## src/design/smm_pkg.sv

```systemverilog
// Shared types and constants for the square matrix multiply unit.
`timescale 1ns / 1ps

package smm_pkg;

  localparam int SUM_W = 40;
  localparam int IDX_FIELD_W = 6;
  localparam int VALUE_W = 16;
  localparam int DIM_CFG_W = 7;
  localparam int DIM_RESET = 64;

  localparam logic [1:0] FUNC_LOAD_A = 2'd0;
  localparam logic [1:0] FUNC_LOAD_B = 2'd1;
  localparam logic [1:0] FUNC_ROW    = 2'd2;

  typedef struct packed {
    logic [1:0]                    func;
    logic [IDX_FIELD_W-1:0]        row;
    logic [IDX_FIELD_W-1:0]        col;
    logic signed [VALUE_W-1:0]     value;
  } in_item_t;

  typedef struct packed {
    logic [IDX_FIELD_W-1:0]        out_row;
    logic [IDX_FIELD_W-1:0]        out_col;
    logic signed [SUM_W-1:0]       sum;
    logic                          last;
  } out_item_t;

  // Tag that travels with each operand pair through the MAC pipeline.
  typedef struct packed {
    logic                          vld;
    logic                          first;
    logic                          last_k;
    logic                          last_col;
    logic [IDX_FIELD_W-1:0]        row;
    logic [IDX_FIELD_W-1:0]        col;
  } mac_tag_t;

endpackage

```

## src/design/smm_mac.sv

```systemverilog
// Shared multiply-accumulate pipeline and result register.
`timescale 1ns / 1ps

module smm_mac
  import smm_pkg::*;
#(
  parameter int ELEM_WIDTH = 16
) (
  input  logic                  clk,
  input  logic                  rst_n,
  input  mac_tag_t              tag_in,
  input  logic [ELEM_WIDTH-1:0] a_data,
  input  logic [ELEM_WIDTH-1:0] b_data,
  input  logic                  out_stall,
  output logic                  adv,
  output logic                  busy,
  output logic                  out_valid,
  output out_item_t             out_data
);

  mac_tag_t                       s1_r, s2_r;
  logic signed [2*ELEM_WIDTH-1:0] prod_r, prod_nxt;
  logic signed [SUM_W-1:0]        acc_r, acc_nxt;
  logic                           out_valid_r;
  out_item_t                      out_data_r;

  // Hold the whole pipeline while a finished result waits on the receiver.
  assign adv  = !out_valid_r || !out_stall;
  assign busy = s1_r.vld || s2_r.vld;

  assign prod_nxt = $signed(a_data) * $signed(b_data);
  assign acc_nxt  = (s2_r.first ? '0 : acc_r) + SUM_W'(prod_r);

  always_ff @(posedge clk) begin
    if (!rst_n) begin
      s1_r.vld    <= 1'b0;
      s2_r.vld    <= 1'b0;
      out_valid_r <= 1'b0;
    end else begin
      if (adv) begin
        s1_r <= tag_in;
        s2_r <= s1_r;
        prod_r <= prod_nxt;
        if (s2_r.vld) begin
          acc_r <= acc_nxt;
        end
        if (s2_r.vld && s2_r.last_k) begin
          out_valid_r        <= 1'b1;
          out_data_r.out_row <= s2_r.row;
          out_data_r.out_col <= s2_r.col;
          out_data_r.sum     <= acc_nxt;
          out_data_r.last    <= s2_r.last_col;
        end else if (out_valid_r) begin
          // adv with a pending result means it was taken this cycle
          out_valid_r <= 1'b0;
        end
      end
    end
  end

  assign out_valid = out_valid_r;
  assign out_data  = out_data_r;

endmodule

```

## config.mk

```make
export PLATFORM = sky130hd
export DESIGN_NAME = smm_mac
export DESIGN_NICKNAME = d
export VERILOG_FILES = /design/src/design/smm_pkg.sv /design/src/design/smm_mac.sv
export SDC_FILE = /design/constraint.sdc
export NUM_CORES = 1
export LEC_CHECK = 0
export ABC_AREA = 1
export BUFFER_PORTS_ARGS = -buffer_cell sky130_fd_sc_hd__buf_4
export CORE_MARGIN = 4
export CORE_UTILIZATION = 58
export CTS_BUF_LIST = sky130_fd_sc_hd__clkbuf_16
export CTS_CLUSTER_DIAMETER = 50
export DETAILED_ROUTE_END_ITERATION = 8
export PLACE_DENSITY = 0.85
export SKIP_LAST_GASP = 1
export SYNTH_ARGS = -nofsm -noshare
export SYNTH_HDL_FRONTEND = slang
export SYNTH_SLANG_ARGS = --single-unit
export TNS_END_PERCENT = 5
```

## constraint.sdc

```tcl
create_clock -name clk -period 5.92 [get_ports clk]
set_clock_uncertainty 0.1 [all_clocks]
set_input_delay 0.888 -clock clk [delete_from_list [all_inputs] [get_ports clk]]
set_output_delay 0.888 -clock clk [all_outputs]
set_load 0.1 [all_outputs]
```

# ---- Word-level counts from Yosys, hierarchy flattened
# Index checks and enable logic that the tools add are counted.
dict set report op_classes {
  addsub 1
  mul 1
  div_mod_pow 0
  order_cmp 0
  eq_ne 0
  shift 0
  muxes 2
  bitwise_logic 0
  reduce_logical 8
}
# op n
set ops {}
lappend ops {{adder 40 bit} 1}
lappend ops {{2-to-1 mux 40 bit} 1}
lappend ops {{multiplier 16 x 16 -> 32 bit} 1}
lappend ops {{AND reduction 3 bit} 2}
lappend ops {{zero test 1 bit} 2}
lappend ops {{logical OR 1 bit} 2}
lappend ops {{AND reduction 2 bit} 1}
lappend ops {{logical AND 1 bit} 1}
lappend ops {{2-to-1 mux 1 bit} 1}
dict set report totals {
  ff_bits 158
  latchBits 0
  ramBits 0
  romBits 0
  in_bits 51
  out_inout_bits 56
  elab_cells 31
  mem_count 0
}

# ---- Depth between registers and ports, before layout
dict set report depth {
  ltp_word 3
  depth_mapped 26
}

# ---- Worst setup path before layout
# No wires, ideal clock.
dict set report synth_path {
  kind {in2reg}
  from {input b_data[3]}
  to {register prod_r[31] (data pin)}
  setup_ps 253
  t_arrival_ps 5873
  t_required_ps 5567
  setup_slack_ps -306
  cell_stages 22
  path_cell_list {clkbuf_1 > clkbuf_1 > nand2_1 > inv_1 > fa_1 > fa_1 > inv_1 > fa_1 > fa_1 > fa_1 > fa_1 > inv_1 > ha_1 > nand2_1 > nor2_1 > nand2_1 > nor3_1 > nand2_1 > inv_1 > nor2_1 > nand2_1 > nand2_1}
}
dict set report synth_via {
  elab_chain_len 1
}
# element line_no
set synth_rtl {}
lappend synth_rtl {{start, declared} smm_mac.sv:13} ;# input logic [ELEM_WIDTH-1:0] b_data,
lappend synth_rtl {{multiplier 16 x 16 -> 32 bit} smm_mac.sv:31} ;# assign prod_nxt = $signed(a_data) * $signed(b_data);
lappend synth_rtl {{via prod_nxt[31]} smm_mac.sv:22} ;# logic signed [2*ELEM_WIDTH-1:0] prod_r, prod_nxt;
lappend synth_rtl {{end signal, assigned} smm_mac.sv:43} ;# prod_r <= prod_nxt;
lappend synth_rtl {{end, declared} smm_mac.sv:22}
# The timed path passes the listed nets, and every way through them passes these cells.
# A chain may end at the register's enable or synchronous reset.

# ---- Worst setup path after layout
dict set report layout_path {
  from {input a_data[15]}
  to {register prod_r[24] (data pin)}
}
dict set report layout_via {
  elab_chain_len 1
}
# element line_no
set layout_rtl {}
lappend layout_rtl {{start, declared} smm_mac.sv:12} ;# input logic [ELEM_WIDTH-1:0] a_data,
lappend layout_rtl {{multiplier 16 x 16 -> 32 bit} smm_mac.sv:31}
lappend layout_rtl {{via prod_nxt[24]} smm_mac.sv:22}
# The timed path passes the listed nets, and every way through them passes these cells.

==> impl_metrics.yaml <==
logic_synthesis:
  synth_edf_count: 155
  synth_adder_area_share: 0.356
  synth-seq-cells: 158
  synth.top_cells.by_area: "fa_1 (28%), edfxtp_1 (24%), nand2_1 (14%)"
  netlist_area_sq_um: 19000
  synthMuxAreaShare: 0
  ys_types: 32
  syn-instance-count: 2387
  async_flop_share: 0
  synth_xor_xnor_area_share: 0.0180
  synthFlopType: "edfxtp_1"
  synthSimpleGateAreaFrac: 0.209
  synth_top_area_share: 0.277
  synthesis.nets: 2822
  synth_commonest_cells: "nand2_1 (701), inv_1 (662), fa_1 (263)"
  yosysMostFrequentCell: "nand2_1"
  avgSynthCellArea_sq_um: 7.97
  synth_compound_area_frac: 0.0255
  synth_top_area_cell: "fa_1"
  synth_top_family_by_area: "adder cells"
  yosysSeqAreaShare: 0.248
  yosys_warnings: 0
sta:
  clock.fmax_ghz: 0.172
  rsz0062_at_grt: "true"
  worst_pin_slew_ps: 805
  slew_violations: 0
  hold_viol: 0
  slew_headroom: 0.463
  finalSetupTns_ps: 0
  fin_crit_sh: 0.984
  fin_crit_ps: 5820
  layout_setup_ws_ps: 95.5
  final-setup-viol-count: 0
placed_design:
  place_ws_ps: -380
  place_hpwl_um: 41000
  io_buffers: 106
  place_congestion: 0.969
finish:
  area_delta_synth_final_pct: 15.1
  diodes: 0
  nNetsFinal: 3022
  drive_gt1_frac: 0.130
  fillCellCount: 2575
drt:
  firstDrtPassIters: 6
  antenna_left: 0
  drtIter0Drc: 1288
  via_per_inst: 5.10
  routed_wl_um: 48700
  vias: 15528
  routedWlPerCell_um: 16.0
  drc: 0
critical_path:
  end_kind: "flop"
  crit_fanout: 9
  r2r_cells: 13
  cp-endpoint: "prod_r[24]"
  reg2reg_to: "acc_r[14]"
  crit_start: "a_data[15]"
  cp-start-kind: "primary input"
  crit_type: "primary input to flop"
  critPathArrivalTime_ps: 5920
  reg2reg_slack_ps: 2790
  rr_startpoint: "s2_r[14]"
  required_ps: 6010
cts:
  cts_tree: "done"
  cts_sinks: 158
  clock-root-buffer: "clkbuf_16"
  htreeDepth: 4
  cts_buffers: 17
  clk_pin_slew_ps: 70
  clock_path_buffers: 2
  clock_latency_ps: 430
floorplan:
  start_util: 0.586
  rows: 66
  dieWidth_um: 189
  dieArea_sq_um: 35800
  die_y_um: 189
  coreArea_sq_um: 32500
  io_pins: 107
hold_path:
  min_path_type: "flop to flop"
  min_path_cells: 0
global_route:
  gr-max-usage-layer: "met2"
  antenna_found_initial: 0
  gr-usage-met3: 0.0339
  globalRouteMet1Util: 0.357
  grt-ovfl-total: 0
  grt_pass1_wl_um: 80800
  met2_usage: 0.505
  grt_util_all_layers: 0.282
  grt_pass1_vias: 16449
  grt_max_degree: 63
run:
  drv_cap: 0
outcome:
  outcome: "completed"
-- cell families (layout without fill, tap and decap cells) --
family / after synthesis / in the layout
flops: 158 / 158
compound gates: 89 / 89
fa+ha+maj: 384 / 384
buf+inv: 727 / 940
simple gates: 990 / 990
xor+xnor: 39 / 39
-- how the worst min path moves through the flow --
stage | start | end | slack, ps
floorplan | s2_r[12] | out_data[0] | 300
global placement | s2_r[5] | out_data[46] | 300
detailed placement | s2_r[6] | out_data[47] | 300
CTS | s1_r[2] | s2_r[2] | 320
global route | s2_r[12] | out_data[0] | 330
finish | s2_r[6] | out_data[47] | 320
-- critical path: stages --
cell and delay (ps):
buf_4 150, nand2_1 110, inv_1 90, fa_2 630
fa_2 550, fa_1 520, fa_1 540, fa_1 590
inv_1 70, fa_1 480, inv_1 50, ha_2 390
nand2_2 90, nor2_2 160, nand2_1 80, clkinv_1 70
nand3_1 70, or2_1 240, nand4_1 80, nand2_1 60
-- layout make-up --
cell class	instances	area (sq um)	share of cell area
Multi-Input combinational cell	1502	11700	0.535
Sequential cell	158	4710	0.215
Inverter	664	2490	0.114
Timing Repair Buffer	244	1830	0.0836
Tap cell	442	553	0.0252
Clock buffer	17	425	0.0194
Clock inverter	15	173	0.00788
-- routing by layer --
metal  share of wire  wire length, um
met3           0.057             2790
met4           0.039             1900
met1            0.39            19200
met5               0                0
met2            0.51            24800
-- cell usage in the layout (no fill, tap or decap), types with 21 or more instances in the layout --
cell      synthesis  routed
nand2_1         701     697
nand3_1          64      63
nor2_1          158     152
fa_1            263     260
edfxtp_1        155     155
buf_4             0     244
ha_1            121     116
a21oi_1          51      48
xor2_1           33      33
inv_1           662     660
nand4_1          21      21
-- repair_timing --
item / in CTS / in global routing
gates resized for setup: 0 / 23
setup buffers: 0 / 5
endpoints found under the setup margin: 0 / 12
hold buffers: 0 / 0
-- registers in the layout, indices dropped and copies added (netlist names) --
signal	flops
out_valid	1
s1_r	16
prod_r	32
out_data	53
s2_r	16
acc_r	40
-- per-stage QoR --
step                      cell area, sq um  std cells  utilization  hold slack (ps)
after floorplan                      19100       2387            -              300
after global placement               21200       3005        0.652              301
after detailed placement             21200       3005        0.652              305
after CTS                            21800       3037        0.671              323
after global routing                 21900       3042        0.675              328
final                                21900       3042        0.675              321
Power is left out: the tool's default activity adds up to more than one toggle a clock period on the data nets, which glitch-free logic cannot reach.
